`src/design/caps_pkg.sv`:
```
package caps_pkg;

   // Field and arithmetic widths
   localparam int PRESSURE_BITS = 24;
   localparam int OPENING_BITS  = 10;
   localparam int OPEN_FIELD_BITS = 11;
   localparam int TIME_BITS     = 20;
   localparam int VOL_BITS      = 16;
   localparam int MASK_BITS     = 5;
   localparam int CS_BITS       = 25;
   localparam int CST_BITS      = CS_BITS + TIME_BITS;
   localparam int NUM_BITS      = CST_BITS + 8;
   localparam int DEN_BITS      = 51;
   localparam int DVD_BITS      = PRESSURE_BITS + NUM_BITS;
   localparam int QUO_BITS      = 43;
   localparam int REM_INIT_BITS = DVD_BITS - QUO_BITS;
   localparam int SW            = 48;
   localparam int CSR_INDEX_BITS = 2;
   localparam int CSR_DATA_BITS  = 24;

   // Physical constants in fixed point
   localparam logic [PRESSURE_BITS-1:0] PMAX = '1;
   localparam logic [OPEN_FIELD_BITS-1:0] FULL_OPEN = OPEN_FIELD_BITS'(1 << OPENING_BITS);
   localparam logic [24:0] FLOW_DEN      = 25'd20000000;
   localparam logic [PRESSURE_BITS-1:0] SUPPLY_SOURCE = 24'd6400000;
   localparam logic [CS_BITS-1:0] VALVE_CS  = CS_BITS'(4 << OPENING_BITS);
   localparam logic [CS_BITS-1:0] SUPPLY_CS = CS_BITS'(1 << OPENING_BITS);
   localparam logic [CS_BITS-1:0] HATCH_CS_PER = CS_BITS'(2000);
   localparam logic [CS_BITS-1:0] LOCK_CS_PER  = CS_BITS'(20000);

   // Valve mask bit positions
   localparam int VALVE_CABIN_SUPPLY   = 0;
   localparam int VALVE_HATCH          = 1;
   localparam int VALVE_INNER          = 2;
   localparam int VALVE_OUTER          = 3;
   localparam int VALVE_AIRLOCK_SUPPLY = 4;

   // Register indexes
   localparam logic [CSR_INDEX_BITS-1:0] CSR_CABIN_VOLUME    = 2'd0;
   localparam logic [CSR_INDEX_BITS-1:0] CSR_AIRLOCK_VOLUME  = 2'd1;
   localparam logic [CSR_INDEX_BITS-1:0] CSR_DOCK_VOLUME     = 2'd2;
   localparam logic [CSR_INDEX_BITS-1:0] CSR_TARGET_PRESSURE = 2'd3;

   // Register reset values
   localparam logic [VOL_BITS-1:0] CABIN_VOLUME_RESET   = 16'd6144;
   localparam logic [VOL_BITS-1:0] AIRLOCK_VOLUME_RESET = 16'd1024;
   localparam logic [VOL_BITS-1:0] DOCK_VOLUME_RESET    = 16'd512;
   localparam logic [PRESSURE_BITS-1:0] TARGET_RESET    = 24'd1600000;
   localparam logic [PRESSURE_BITS-1:0] PRESSURE_RESET  = 24'd1600000;

   typedef struct packed {
      logic [TIME_BITS-1:0]       time_step;
      logic [PRESSURE_BITS-1:0]   ambient_pressure;
      logic [PRESSURE_BITS-1:0]   dynamic_pressure;
      logic                       is_docked;
      logic [OPEN_FIELD_BITS-1:0] nose_cone_open;
      logic [OPEN_FIELD_BITS-1:0] hatch_open;
      logic [OPEN_FIELD_BITS-1:0] outer_lock_open;
      logic [OPEN_FIELD_BITS-1:0] inner_lock_open;
      logic [MASK_BITS-1:0]       valve_open_mask;
   } req_type;

   typedef struct packed {
      logic [PRESSURE_BITS-1:0] cabin_pressure_out;
      logic [PRESSURE_BITS-1:0] airlock_pressure_out;
      logic [PRESSURE_BITS-1:0] hatch_outside_pressure;
      logic [PRESSURE_BITS-1:0] lock_outside_pressure;
   } rsp_type;

   typedef enum logic [2:0] {
      EX_HATCH,
      EX_OUTER,
      EX_INNER,
      EX_SUP_CAB,
      EX_SUP_AIR
   } exchange_type;

   typedef enum logic [3:0] {
      ST_IDLE,
      ST_RAM_MUL,
      ST_RAM_ADD,
      ST_SELECT,
      ST_MUL_CT,
      ST_MUL_DEN,
      ST_MUL_LO,
      ST_MUL_HI,
      ST_ACC_HI,
      ST_DIVIDE,
      ST_APPLY,
      ST_EQ_MUL1,
      ST_EQ_MUL2,
      ST_EQ_ADD,
      ST_EQ_APPLY,
      ST_DONE
   } state_type;

endpackage

```
`src/design/cabin_airlock_pressure_step_core.sv`:
```
// Cabin and airlock pressure stepper.
// The req_ channel carries one simulation tick per transaction (time step,
// outside pressures, docking flag, openings and valve mask). For each tick the
// block updates its cabin, airlock and outer-lock pressures through five gas
// exchanges and returns one transaction on the rsp_ channel with all four
// pressures. A transaction is taken when valid is high and stall is low.
// Volumes and the supply ceiling are to be written on the csr_ port only while idle; the block does not enforce it.
// One 32x32 multiplier and a one-bit-per-cycle restoring divider are
// shared by every exchange. Each flow term costs 4 multiply steps, one add
// and one divide step per bit of the 43-bit quotient; an equilibrium costs
// 3 more steps and another division. A tick is shortest with all paths
// closed and longest with every exchange open and both pairs mixing.
// req_stall is high for the whole of a tick; one tick is in work at a time.
// The result sits in an output register, so a new tick is taken while the
// previous result still waits; if the receiver stalls longer than a whole
// tick, the finished tick holds until the output register is free.
// Reset (synchronous, active high) sets cabin and airlock to 100 kPa, the
// outer lock to zero and the registers to their defaults.
module cabin_airlock_pressure_step_core
   import caps_pkg::*;
(
   input  logic                      clock,
   input  logic                      reset,
   input  logic                      req_valid,
   output logic                      req_stall,
   input  req_type                   req_data,
   output logic                      rsp_valid,
   input  logic                      rsp_stall,
   output rsp_type                   rsp_data,
   input  logic                      csr_write_enable,
   input  logic [CSR_INDEX_BITS-1:0] csr_index,
   input  logic [CSR_DATA_BITS-1:0]  csr_data
);

   state_type state_ff, state_in;
   exchange_type ex_ff;

   // Configuration
   logic [VOL_BITS-1:0]      cabin_vol_ff, airlock_vol_ff, dock_vol_ff;
   logic [PRESSURE_BITS-1:0] target_ff;

   // Kept pressures
   logic [PRESSURE_BITS-1:0] cabin_ff, air_ff, outer_ff;

   // Captured tick
   logic [TIME_BITS-1:0]       t_ff;
   logic [PRESSURE_BITS-1:0]   amb_ff, dyn_ff;
   logic                       docked_ff;
   logic [OPEN_FIELD_BITS-1:0] nose_ff;
   logic [MASK_BITS-1:0]       mask_ff;
   logic [CS_BITS-1:0]         cs_hatch_ff, cs_outer_ff, cs_inner_ff;

   // Shared arithmetic
   logic                     side_ff, eq_ff;
   logic [CST_BITS-1:0]      cst_ff;
   logic [DEN_BITS-1:0]      den_ff;
   logic [DVD_BITS-1:0]      acc_ff;
   logic [CST_BITS-1:0]      hi_ff;
   logic [DEN_BITS-1:0]      rem_ff, dvs_ff;
   logic [QUO_BITS-1:0]      dvd_ff, quo_ff;
   logic [5:0]               cnt_ff;
   logic signed [SW-1:0]     n1_ff;

   logic                     rsp_valid_ff;
   rsp_type                  rsp_data_ff;

   logic [31:0]              mul_a, mul_b;
   logic [63:0]              mul_p;

   function automatic logic [VOL_BITS-1:0] vol_of(input logic [VOL_BITS-1:0] v);
      return (v == '0) ? VOL_BITS'(1) : v;
   endfunction

   function automatic logic [OPEN_FIELD_BITS-1:0] open_of(
      input logic [OPEN_FIELD_BITS-1:0] o);
      return (o > FULL_OPEN) ? FULL_OPEN : o;
   endfunction

   function automatic logic [PRESSURE_BITS-1:0] sat(input logic signed [SW-1:0] n);
      logic [PRESSURE_BITS-1:0] r;
      if (n < 0) begin
         r = '0;
      end else if (n > $signed(SW'(PMAX))) begin
         r = PMAX;
      end else begin
         r = n[PRESSURE_BITS-1:0];
      end
      return r;
   endfunction

   function automatic exchange_type next_ex(input exchange_type e);
      exchange_type r;
      case (e)
         EX_HATCH:   r = EX_OUTER;
         EX_OUTER:   r = EX_INNER;
         EX_INNER:   r = EX_SUP_CAB;
         default:    r = EX_SUP_AIR;
      endcase
      return r;
   endfunction

   // Signed views of the kept pressures
   logic signed [SW-1:0] cabin_s, air_s, outer_s, amb_s, src_s, target_s;
   assign cabin_s  = SW'(cabin_ff);
   assign air_s    = SW'(air_ff);
   assign outer_s  = SW'(outer_ff);
   assign amb_s    = SW'(amb_ff);
   assign src_s    = SW'(SUPPLY_SOURCE);
   assign target_s = SW'(target_ff);

   logic [VOL_BITS-1:0] vc, va, vd;
   assign vc = vol_of(cabin_vol_ff);
   assign va = vol_of(airlock_vol_ff);
   assign vd = vol_of(dock_vol_ff);

   // Operands of the exchange in work
   logic signed [SW-1:0]     pdiff, base_p, fixed_q, pair_p2, sdelta, n_new, n2;
   logic [VOL_BITS-1:0]      job_vol, pair_v2;
   logic [CS_BITS-1:0]       job_cs;
   logic [PRESSURE_BITS-1:0] mag;
   logic                     neg, is_pair, active, is_last, overshoot;
   logic [NUM_BITS-1:0]      num;
   logic [DVD_BITS-1:0]      dividend;
   logic [DEN_BITS:0]        trial;
   logic                     fits;

   always_comb begin
      pdiff   = '0;
      base_p  = cabin_s;
      fixed_q = amb_s;
      job_vol = vc;
      job_cs  = cs_hatch_ff;
      active  = 1'b0;
      case (ex_ff)
         EX_HATCH: begin
            pdiff   = amb_s - cabin_s;
            base_p  = cabin_s;
            fixed_q = amb_s;
            job_vol = vc;
            job_cs  = cs_hatch_ff;
            active  = (cs_hatch_ff != '0);
         end
         EX_OUTER: begin
            pdiff   = outer_s - air_s;
            base_p  = air_s;
            fixed_q = outer_s;
            job_vol = (docked_ff && side_ff) ? vd : va;
            job_cs  = cs_outer_ff;
            active  = (cs_outer_ff != '0);
         end
         EX_INNER: begin
            pdiff   = cabin_s - air_s;
            base_p  = air_s;
            job_vol = side_ff ? vc : va;
            job_cs  = cs_inner_ff;
            active  = (cs_inner_ff != '0);
         end
         EX_SUP_CAB: begin
            pdiff   = src_s - cabin_s;
            base_p  = cabin_s;
            job_vol = vc;
            job_cs  = SUPPLY_CS;
            active  = mask_ff[VALVE_CABIN_SUPPLY];
         end
         default: begin
            pdiff   = src_s - air_s;
            base_p  = air_s;
            job_vol = va;
            job_cs  = SUPPLY_CS;
            active  = mask_ff[VALVE_AIRLOCK_SUPPLY];
         end
      endcase
   end

   assign neg     = pdiff < 0;
   assign mag     = neg ? PRESSURE_BITS'(-pdiff) : PRESSURE_BITS'(pdiff);
   assign is_pair = (ex_ff == EX_INNER) || ((ex_ff == EX_OUTER) && docked_ff);
   assign is_last = (ex_ff == EX_SUP_AIR);
   assign pair_p2 = (ex_ff == EX_OUTER) ? outer_s : cabin_s;
   assign pair_v2 = (ex_ff == EX_OUTER) ? vd : vc;
   assign num     = {cst_ff, 8'b0};
   assign sdelta  = neg ? -SW'(quo_ff) : SW'(quo_ff);

   // Single-volume result: clamp against overshoot or cap at the ceiling
   always_comb begin
      n_new = base_p + sdelta;
      if ((ex_ff == EX_SUP_CAB) || (ex_ff == EX_SUP_AIR)) begin
         if (n_new > target_s) begin
            n_new = target_s;
         end
      end else if (base_p > fixed_q) begin
         if (n_new < fixed_q) begin
            n_new = fixed_q;
         end
      end else if (n_new > fixed_q) begin
         n_new = fixed_q;
      end
   end

   // Pair result: the step overshoots when the difference changes sign
   assign n2 = pair_p2 - sdelta;
   assign overshoot = (air_s != pair_p2) && (n1_ff != n2) &&
                      ((air_s > pair_p2) != (n1_ff > n2));

   // Shared multiplier
   always_comb begin
      mul_a = '0;
      mul_b = '0;
      unique case (state_ff)
         ST_RAM_MUL: begin
            mul_a = 32'(dyn_ff);
            mul_b = 32'(nose_ff);
         end
         ST_MUL_CT: begin
            mul_a = 32'(job_cs);
            mul_b = 32'(t_ff);
         end
         ST_MUL_DEN: begin
            mul_a = 32'(FLOW_DEN);
            mul_b = 32'(job_vol);
         end
         ST_MUL_LO: begin
            mul_a = 32'(mag);
            mul_b = num[31:0];
         end
         ST_MUL_HI: begin
            mul_a = 32'(mag);
            mul_b = 32'(num[NUM_BITS-1:32]);
         end
         ST_EQ_MUL1: begin
            mul_a = 32'(air_ff);
            mul_b = 32'(va);
         end
         ST_EQ_MUL2: begin
            mul_a = 32'(pair_p2[PRESSURE_BITS-1:0]);
            mul_b = 32'(pair_v2);
         end
         default: begin
            mul_a = '0;
            mul_b = '0;
         end
      endcase
   end
   assign mul_p = 64'(mul_a) * 64'(mul_b);

   // Dividend for the divider load and one restoring step
   assign dividend = acc_ff + (eq_ff ? DVD_BITS'(hi_ff) : (DVD_BITS'(hi_ff) << 32));
   assign trial    = {rem_ff, dvd_ff[QUO_BITS-1]};
   assign fits     = trial >= {1'b0, dvs_ff};

   // State register
   always_ff @(posedge clock) begin
      if (reset) begin
         state_ff <= ST_IDLE;
      end else begin
         state_ff <= state_in;
      end
   end

   // Next state
   always_comb begin
      state_in = state_ff;
      unique case (state_ff)
         ST_IDLE:    if (req_valid) state_in = ST_RAM_MUL;
         ST_RAM_MUL: state_in = ST_RAM_ADD;
         ST_RAM_ADD: state_in = ST_SELECT;
         ST_SELECT: begin
            if (active) begin
               state_in = ST_MUL_CT;
            end else if (is_last) begin
               state_in = ST_DONE;
            end
         end
         ST_MUL_CT:  state_in = ST_MUL_DEN;
         ST_MUL_DEN: state_in = ST_MUL_LO;
         ST_MUL_LO:  state_in = ST_MUL_HI;
         ST_MUL_HI:  state_in = ST_ACC_HI;
         ST_ACC_HI:  state_in = ST_DIVIDE;
         ST_DIVIDE: begin
            if (cnt_ff == 6'(QUO_BITS - 1)) begin
               state_in = eq_ff ? ST_EQ_APPLY : ST_APPLY;
            end
         end
         ST_APPLY: begin
            if (is_pair && !side_ff) begin
               state_in = ST_MUL_CT;
            end else if (is_pair && overshoot) begin
               state_in = ST_EQ_MUL1;
            end else begin
               state_in = is_last ? ST_DONE : ST_SELECT;
            end
         end
         ST_EQ_MUL1:  state_in = ST_EQ_MUL2;
         ST_EQ_MUL2:  state_in = ST_EQ_ADD;
         ST_EQ_ADD:   state_in = ST_DIVIDE;
         ST_EQ_APPLY: state_in = is_last ? ST_DONE : ST_SELECT;
         ST_DONE:     if (!rsp_valid_ff || !rsp_stall) state_in = ST_IDLE;
         default:     state_in = ST_IDLE;
      endcase
   end

   // Configuration writes
   always_ff @(posedge clock) begin
      if (reset) begin
         cabin_vol_ff   <= CABIN_VOLUME_RESET;
         airlock_vol_ff <= AIRLOCK_VOLUME_RESET;
         dock_vol_ff    <= DOCK_VOLUME_RESET;
         target_ff      <= TARGET_RESET;
      end else if (csr_write_enable) begin
         unique case (csr_index)
            CSR_CABIN_VOLUME:    cabin_vol_ff   <= csr_data[VOL_BITS-1:0];
            CSR_AIRLOCK_VOLUME:  airlock_vol_ff <= csr_data[VOL_BITS-1:0];
            CSR_DOCK_VOLUME:     dock_vol_ff    <= csr_data[VOL_BITS-1:0];
            CSR_TARGET_PRESSURE: target_ff      <= csr_data;
            default: ;
         endcase
      end
   end

   // Kept pressures and exchange control
   always_ff @(posedge clock) begin
      if (reset) begin
         cabin_ff <= PRESSURE_RESET;
         air_ff   <= PRESSURE_RESET;
         outer_ff <= '0;
         ex_ff    <= EX_HATCH;
         side_ff  <= 1'b0;
         eq_ff    <= 1'b0;
      end else begin
         case (state_ff)
            ST_RAM_ADD: begin
               if (!docked_ff) begin
                  outer_ff <= sat(amb_s + SW'(hi_ff[CST_BITS-1:OPENING_BITS]));
               end
               ex_ff <= EX_HATCH;
            end
            ST_SELECT: begin
               side_ff <= 1'b0;
               eq_ff   <= 1'b0;
               if (!active) begin
                  ex_ff <= next_ex(ex_ff);
               end
            end
            ST_APPLY: begin
               if (is_pair && !side_ff) begin
                  side_ff <= 1'b1;
               end else if (is_pair && overshoot) begin
                  eq_ff <= 1'b1;
               end else begin
                  if (is_pair) begin
                     air_ff <= sat(n1_ff);
                     if (ex_ff == EX_OUTER) begin
                        outer_ff <= sat(n2);
                     end else begin
                        cabin_ff <= sat(n2);
                     end
                  end else if ((ex_ff == EX_HATCH) || (ex_ff == EX_SUP_CAB)) begin
                     cabin_ff <= sat(n_new);
                  end else begin
                     air_ff <= sat(n_new);
                  end
                  ex_ff <= next_ex(ex_ff);
               end
            end
            ST_EQ_APPLY: begin
               air_ff <= sat(SW'(quo_ff));
               if (ex_ff == EX_OUTER) begin
                  outer_ff <= sat(SW'(quo_ff));
               end else begin
                  cabin_ff <= sat(SW'(quo_ff));
               end
               ex_ff <= next_ex(ex_ff);
            end
            default: ;
         endcase
      end
   end

   // Capture the tick and run the arithmetic datapath
   always_ff @(posedge clock) begin
      case (state_ff)
         ST_IDLE: begin
            t_ff        <= req_data.time_step;
            amb_ff      <= req_data.ambient_pressure;
            dyn_ff      <= req_data.dynamic_pressure;
            docked_ff   <= req_data.is_docked;
            nose_ff     <= open_of(req_data.nose_cone_open);
            mask_ff     <= req_data.valve_open_mask;
            cs_hatch_ff <= (req_data.valve_open_mask[VALVE_HATCH] ? VALVE_CS : '0) +
                           CS_BITS'(HATCH_CS_PER * CS_BITS'(open_of(req_data.hatch_open)));
            cs_outer_ff <= (req_data.valve_open_mask[VALVE_OUTER] ? VALVE_CS : '0) +
                           CS_BITS'(LOCK_CS_PER * CS_BITS'(open_of(req_data.outer_lock_open)));
            cs_inner_ff <= (req_data.valve_open_mask[VALVE_INNER] ? VALVE_CS : '0) +
                           CS_BITS'(LOCK_CS_PER * CS_BITS'(open_of(req_data.inner_lock_open)));
         end
         ST_RAM_MUL: hi_ff  <= CST_BITS'(mul_p);
         ST_MUL_CT:  cst_ff <= CST_BITS'(mul_p);
         ST_MUL_DEN: den_ff <= {mul_p[DEN_BITS-OPENING_BITS-1:0], {OPENING_BITS{1'b0}}};
         ST_MUL_LO:  acc_ff <= DVD_BITS'(mul_p);
         ST_MUL_HI:  hi_ff  <= CST_BITS'(mul_p);
         ST_EQ_MUL1: acc_ff <= DVD_BITS'(mul_p);
         ST_EQ_MUL2: hi_ff  <= CST_BITS'(mul_p);
         ST_ACC_HI, ST_EQ_ADD: begin
            rem_ff <= DEN_BITS'(dividend[DVD_BITS-1:QUO_BITS]);
            dvd_ff <= dividend[QUO_BITS-1:0];
            dvs_ff <= eq_ff ? DEN_BITS'(32'(va) + 32'(pair_v2)) : den_ff;
            cnt_ff <= '0;
         end
         ST_DIVIDE: begin
            rem_ff <= fits ? DEN_BITS'(trial - {1'b0, dvs_ff}) : DEN_BITS'(trial);
            dvd_ff <= {dvd_ff[QUO_BITS-2:0], 1'b0};
            quo_ff <= {quo_ff[QUO_BITS-2:0], fits};
            cnt_ff <= cnt_ff + 6'd1;
         end
         ST_APPLY: begin
            if (!side_ff) begin
               n1_ff <= air_s + sdelta;
            end
         end
         default: ;
      endcase
   end

   // Output register
   always_ff @(posedge clock) begin
      if (reset) begin
         rsp_valid_ff <= 1'b0;
      end else if ((state_ff == ST_DONE) && (!rsp_valid_ff || !rsp_stall)) begin
         rsp_valid_ff <= 1'b1;
      end else if (!rsp_stall) begin
         rsp_valid_ff <= 1'b0;
      end
   end

   always_ff @(posedge clock) begin
      if ((state_ff == ST_DONE) && (!rsp_valid_ff || !rsp_stall)) begin
         rsp_data_ff.cabin_pressure_out     <= cabin_ff;
         rsp_data_ff.airlock_pressure_out   <= air_ff;
         rsp_data_ff.hatch_outside_pressure <= amb_ff;
         rsp_data_ff.lock_outside_pressure  <= outer_ff;
      end
   end

   assign req_stall = (state_ff != ST_IDLE);
   assign rsp_valid = rsp_valid_ff;
   assign rsp_data  = rsp_data_ff;

endmodule

```
`config.mk`:
```
export PLATFORM = sky130hd
export DESIGN_NAME = cabin_airlock_pressure_step_core
export DESIGN_NICKNAME = d
export VERILOG_FILES = /design/src/design/caps_pkg.sv /design/src/design/cabin_airlock_pressure_step_core.sv
export SDC_FILE = /design/constraint.sdc
export NUM_CORES = 2
export LEC_CHECK = 0
export BUFFER_PORTS_ARGS = -buffer_cell sky130_fd_sc_hd__buf_2
export CAP_MARGIN = 20
export CORE_MARGIN = 2
export CORE_UTILIZATION = 50
export DETAILED_ROUTE_END_ITERATION = 10
export PLACE_DENSITY = 0.7
export SYNTH_ARGS = -nofsm -noshare
export SYNTH_HDL_FRONTEND = slang
export SYNTH_SLANG_ARGS = --single-unit
```
`constraint.sdc`:
```
create_clock -name clock -period 20.1 [get_ports clock]
set_clock_uncertainty 0.2 [all_clocks]
set_input_delay 0 -clock clock [delete_from_list [all_inputs] [get_ports clock]]
set_output_delay 0 -clock clock [all_outputs]
set_load 0.01 [all_outputs]
```
-- Word-level counts from Yosys, hierarchy flattened
Cells that the tools add are included.
- input port bits: 149
- word-level logic and storage cells: 254
- output and inout bits: 98
- register bits after elaboration: 847
- bitwise gates (word level): 1
- $mul: 4
- reductions and logical operators: 46
- $lt $le $gt $ge: 21
- multiplexer cells: 84
- equality and inequality tests: 44
- add/subtract/negate cells: 18
- operators by type and width (kind ; number):
    $mux W24 ; 29
    $mux W48 ; 6
    $pmux W32 S7 ; 1
    $lt A48 B1 Y1 const B ; 4
    $pmux W48 S4 ; 1
    $pmux W25 S6 ; 1
    $gt A48 B25 Y1 const B ; 3
    $gt A48 B48 Y1 ; 3
    $mux W51 ; 2
    $pmux W51 S2 ; 1
    $mux W16 ; 6
    $pmux W24 S2 ; 2
    $pmux W43 S2 ; 1
    $add A64 B77 Y77 ; 1
    $mux W77 ; 1
    $pmux W25 S3 ; 1
    $reduce_bool A25 Y1 ; 3
    $sub A24 B24 Y25 ; 3
    $pmux W24 S3 ; 1
    $mul A32 B32 Y64 ; 1
    $pmux W4 S15 ; 1
    $ge A52 B51 Y1 ; 1
    $sub A51 B51 Y51 ; 1
    $add A13 B25 Y25 ; 2
    other kinds (64) ; 142

-- Depth between registers and ports, before layout
- word-level depth: 17
- depth in mapped cells: 57
- gate-level depth less buffers: 52

-- Worst setup path before layout
No wires, ideal clock.
- path type: reg2reg
- start point: reg ex_ff[0]
- end point: reg acc_ff[57], data pin
- cell stages (with the launch flop): 49
- data arrival time: 12.394 ns
- path slack: 7.245 ns
- data required time: 19.639 ns
- path buffers: 4
- cell sequence: dfxtp_1 clkbuf_1 nor2_1 and2_1 clkbuf_1 buf_1 mux2_2 ha_1 o211ai_1 o211a_1 or4_1 nand3_1 a21o_1 a21oi_1 xnor2_1 a22oi_1 nor2b_1 a221oi_1 [13 not listed] fa_1 fa_1 inv_1 fa_1 inv_1 ha_1 a21oi_1 nor2b_1 a221o_1 a31o_2 a41oi_1 o21ai_0 a21oi_1 a21oi_1 a211oi_1 o21ai_0 a41oi_1 xnor2_1
- word-level cells in the longest chain between the ends: 6
- ends and longest elaborated chain (item ; RTL line ; source):
    start, declared ; cabin_airlock_pressure_step_core.sv:36 ; exchange_type ex_ff;
    start signal, assigned ; cabin_airlock_pressure_step_core.sv:341 ; ex_ff <= next_ex(ex_ff);
    start signal, assigned ; cabin_airlock_pressure_step_core.sv:362 ; ex_ff <= next_ex(ex_ff);
    start signal, assigned ; cabin_airlock_pressure_step_core.sv:372 ; ex_ff <= next_ex(ex_ff);
    $eq A3 B2 Y1, or another cell as far along ; cabin_airlock_pressure_step_core.sv:134 ; case (ex_ff)
    $pmux W48 S4 ; cabin_airlock_pressure_step_core.sv:134 ;
    $lt A48 B1 Y1 / $neg A24 Y24 (equally long branches) ; cabin_airlock_pressure_step_core.sv:175, cabin_airlock_pressure_step_core.sv:176 ;
    $mux W24 ; cabin_airlock_pressure_step_core.sv:176 ; assign mag = neg ? PRESSURE_BITS'(-pdiff) : PRESSURE_BITS'(pdiff);
    $pmux W25 S6 ; cabin_airlock_pressure_step_core.sv:209 ; unique case (state_ff)
    $mul A32 B32 Y64 (*) ; cabin_airlock_pressure_step_core.sv:244 ; assign mul_p = 64'(mul_a) * 64'(mul_b);
    via mul_p[57] ; cabin_airlock_pressure_step_core.sv:68 ; logic [63:0] mul_p;
    end signal, assigned ; cabin_airlock_pressure_step_core.sv:399 ; ST_MUL_LO: acc_ff <= DVD_BITS'(mul_p);
    end signal, assigned ; cabin_airlock_pressure_step_core.sv:401 ; ST_EQ_MUL1: acc_ff <= DVD_BITS'(mul_p);
    end, declared ; cabin_airlock_pressure_step_core.sv:57 ; logic [DVD_BITS-1:0] acc_ff;
The timed path passes the listed nets; every way through them passes the cells marked *.
A chain may end at the register's enable or synchronous reset.

-- Worst setup path after layout
- start point: reg ex_ff[1]
- end point: reg acc_ff[57], data pin
Same word-level chain as after synthesis.

==> flow_summary.json <==
{
  "dieArea_um2": 175000,
  "drt_wl_total_um": 334000,
  "synthArstFlopShare_pct": 0,
  "wl_met3_um": 36200,
  "hold_end": "cs_inner_ff[10]",
  "dp_hpwl_um": 259000,
  "dp.cells": 11800,
  "switching_share_pct": 39.3,
  "ir_drop_mv": 0.0721,
  "holdCritPathClass": "in2reg",
  "max_freq_ghz": 0.0661,
  "r2r_cells": 51,
  "core_area_um2": 171000,
  "r2r_slack_ns": 4.97,
  "share_comb_of_total_power_pct": 37.5,
  "clk_latency_ns": 0.75,
  "yosys_register_bits": 824,
  "syn_to_final_growth_pct": 12.5,
  "final_cell_mix": "inv_1, nand2_1, ha_1",
  "wl_per_cell_um": 27.2,
  "end_kind": "flop",
  "cts_tree": "yes",
  "postCtsSetupRepairBufs": 0,
  "ios": 247,
  "critPathArrivalTime_ns": 15.42,
  "vias": 75000,
  "p_switching_w": 0.00253,
  "p_int_w": 0.00391,
  "nFillCells": 15200,
  "relSlewSlack_pct": 17.9,
  "avgViaCountPerCell": 6.11,
  "powerDensity_nw_per_um2": 66.6,
  "finalSetupViolCount": 0,
  "drive_gt1_share_pct": 7.77,
  "cp_common_cell": "fa_1",
  "grt_max_degree": 97,
  "htree_levels": 3,
  "clockRootBuffer": "clkbuf_16",
  "die_w_um": 419,
  "crit_type": "reg2reg",
  "cts_resized": 0,
  "grt_antenna_before_repair": 32,
  "p_clk_share_pct": 28.5,
  "p_leak_nw": 43.5,
  "worstSetupStartpointType": "flop",
  "grt_pass1_vias": 74300,
  "tns_ns": 0,
  "power_frac_seq_pct": 34.0,
  "syn_inst": 9448,
  "hold_viol": 0,
  "cts_buffers": 91,
  "overflow": 0,
  "clockBufferDepth": 3,
  "hold_slack_ns": 0.0569,
  "dr.first_iter.drc_count": 8997,
  "final_common_cell": "inv_1",
  "nets": 11600,
  "gp_congestion": 1.05,
  "drt_pass1_iterations": 11,
  "routed.top_layer": "met5",
  "crit_path_max_incr_delay_ns": 0.73,
  "dr_wl_met2_um": 144000,
  "slowest_stage": "xor2_1",
  "stdcell_count": 12300,
  "cp_max_fo": 31,
  "initial_core_util_pct": 50.2,
  "r2r-start": "ex_ff[1]",
  "route.detailed.drc": 1,
  "r2r-end": "acc_ff[57]",
  "std_cell_rows": 152,
  "rsz0062_at_grt": "no",
  "synth_edf_count": 670,
  "portBuffers": 246,
  "gr-usage-all-layers_pct": 37.8,
  "yosys_warnings": 0,
  "min_period_over_period_pct": 75.3,
  "synth_cell_types": 98,
  "cp.required_ns": 20.40,
  "maxCapViolCount": 0,
  "drv_slew": 0,
  "post-route-min-period_ns": 15.13,
  "status": "complete, but fails checks",
  "whs_path_depth": 5,
  "clk_pin_slew_ns": 0.06,
  "power_w": 0.00644,
  "grt_pass1_wl_um": 488000,
  "postSynthAreaPerCell_um2": 9.11,
  "synth_area_um2": 86000,
  "die_h_um": 419,
  "synth_seq_area_share_pct": 27.0,
  "detail-route-antenna-nets": 0,
  "synth_flop_cell": "edfxtp_1",
  "cts_sinks": 824,
  "wl_met1_um": 134000,
  "violations": "design-rule violations",
  "worst_pin_slew_ns": 1.23,
  "hold_start": "req_data[15]",
  "fin_util_pct": 56.5
}
[worst max path at each step]
stage | start | endpoint | slack (ns) | cells past startpoint
finish | ex_ff[1] | acc_ff[57] | 4.97 | 51
global route | ex_ff[1] | acc_ff[57] | 3.97 | 51
CTS | ex_ff[1] | acc_ff[57] | 5.10 | 51
detailed placement | ex_ff[1] | acc_ff[57] | 5.12 | 51
global placement | ex_ff[2] | acc_ff[57] | 5.23 | 52
floorplan | ex_ff[0] | acc_ff[57] | 7.24 | 48
[sequential cells by signal, summed over array words and instances, names as in the netlist, 41 cells and up]
name      count
dvs_ff       51
den_ff       41
acc_ff       60
quo_ff       43
rem_ff       51
hi_ff        45
n1_ff        48
cst_ff       45
rsp_data     96
dvd_ff       43
[layer usage]
| layer | track usage [%] | up-vias |
|---|---|---|
| li1 | - | 32900 |
| met1 | 51.3 | 37000 |
| met2 | 56.9 | 4178 |
| met3 | 8.46 | 902 |
| met4 | 19.2 | 6 |
| met5 | 0 | - |
[layout make-up]
class / instances / area, um^2 / area share (%)
timing repair buffer: 725 / 5550 / 5.74
sequential: 824 / 23200 / 24.0
inverter: 1293 / 4860 / 5.02
clock inverter: 60 / 782 / 0.808
multi-input combinational: 6932 / 57000 / 58.9
clock buffer: 110 / 2420 / 2.50
antenna: 26 / 65.1 / 0.0672
tap: 2310 / 2890 / 2.99
[power by group through the flow]
stage	sequential, W	clock [W]	combinational (W)
floorplan	0.00211	0	0.00152
global placement	0.00222	0	0.00224
CTS	0.00218	0.00184	0.00234
detailed placement	0.00222	0	0.00228
finish	0.00219	0.00184	0.00241
global route	0.00219	0.00191	0.00260
[logic make-up after synthesis]
kind of cell,share of synthesized area (%)
AND/OR/NAND/NOR,15.4
other,0.00873
multiplexers,1.26
AO/OA/AOI/OAI,14.5
adder cells (fa/ha/maj),29.3
XOR/XNOR,5.08
flip-flops,27.0
buffers and inverters,7.48
[through the flow]
stage	setup WS (ns)	cell area (um^2)
6_report	4.97	96800
2_1_floorplan	7.24	86100
5_1_grt	3.97	96700
3_5_place_dp	5.12	90600
3_3_place_gp	5.23	90600
4_1_cts	5.10	96700
[worst max-delay path: cells and delay by family, from the launching register on]
kind	cells	cell delay (ns)
xor gates and xnor gates	3	0.94
muxes	1	0.24
adders and majority gates	10	4.62
and+or+nand+nor	8	1.19
AOI/OAI and AO/OA	20	5.63
DFF	1	0.55
buffers and inverters	9	1.47
[what timing repair did]
action                     4_1_cts  5_1_grt
hold buffers                   287        0
setup endpoints to repair        0        0
hold endpoints to repair       259        0
[Yosys cell counts, types with 15 or more instances]
| cell | number | area [um^2] |
|---|---|---|
| and3_1 | 71 | 444 |
| xor2_1 | 170 | 1490 |
| and2_1 | 188 | 1180 |
| a21oi_1 | 565 | 2830 |
| xnor2_1 | 329 | 2880 |
| nor2_1 | 552 | 2070 |
| o21bai_1 | 94 | 706 |
| inv_1 | 1287 | 4830 |
| or2_2 | 23 | 144 |
| o21ai_0 | 376 | 1880 |
| or3_1 | 41 | 257 |
| a41oi_1 | 18 | 158 |
| o22ai_1 | 32 | 200 |
| nand3b_1 | 15 | 113 |
| o221ai_1 | 33 | 289 |
| mux2i_1 | 52 | 521 |
| a221oi_1 | 25 | 219 |
| or4_1 | 15 | 113 |
| a31oi_1 | 42 | 263 |
| a222oi_1 | 21 | 210 |
| nor2b_1 | 169 | 1060 |
| o21a_1 | 87 | 653 |
| a21boi_0 | 35 | 263 |
| a211o_1 | 17 | 149 |
| nor4_1 | 65 | 407 |
| clkbuf_1 | 369 | 1390 |
| nand4_1 | 83 | 519 |
| buf_1 | 29 | 109 |
| a21o_1 | 201 | 1510 |
| o2111ai_1 | 21 | 184 |
| a22oi_1 | 45 | 338 |
| ha_1 | 777 | 9720 |
| dfxtp_1 | 154 | 3080 |
| o31ai_1 | 35 | 263 |
| nor3_1 | 145 | 726 |
| o211ai_1 | 33 | 248 |
| nand3_1 | 132 | 661 |
| fa_1 | 772 | 15500 |
| nand2b_1 | 88 | 551 |
| a311oi_1 | 32 | 280 |
| a211oi_1 | 57 | 428 |
| mux2_2 | 50 | 563 |
| nand2_1 | 1204 | 4520 |
| edfxtp_1 | 670 | 20100 |
No activity file was read; power rests on OpenSTA's default activity.
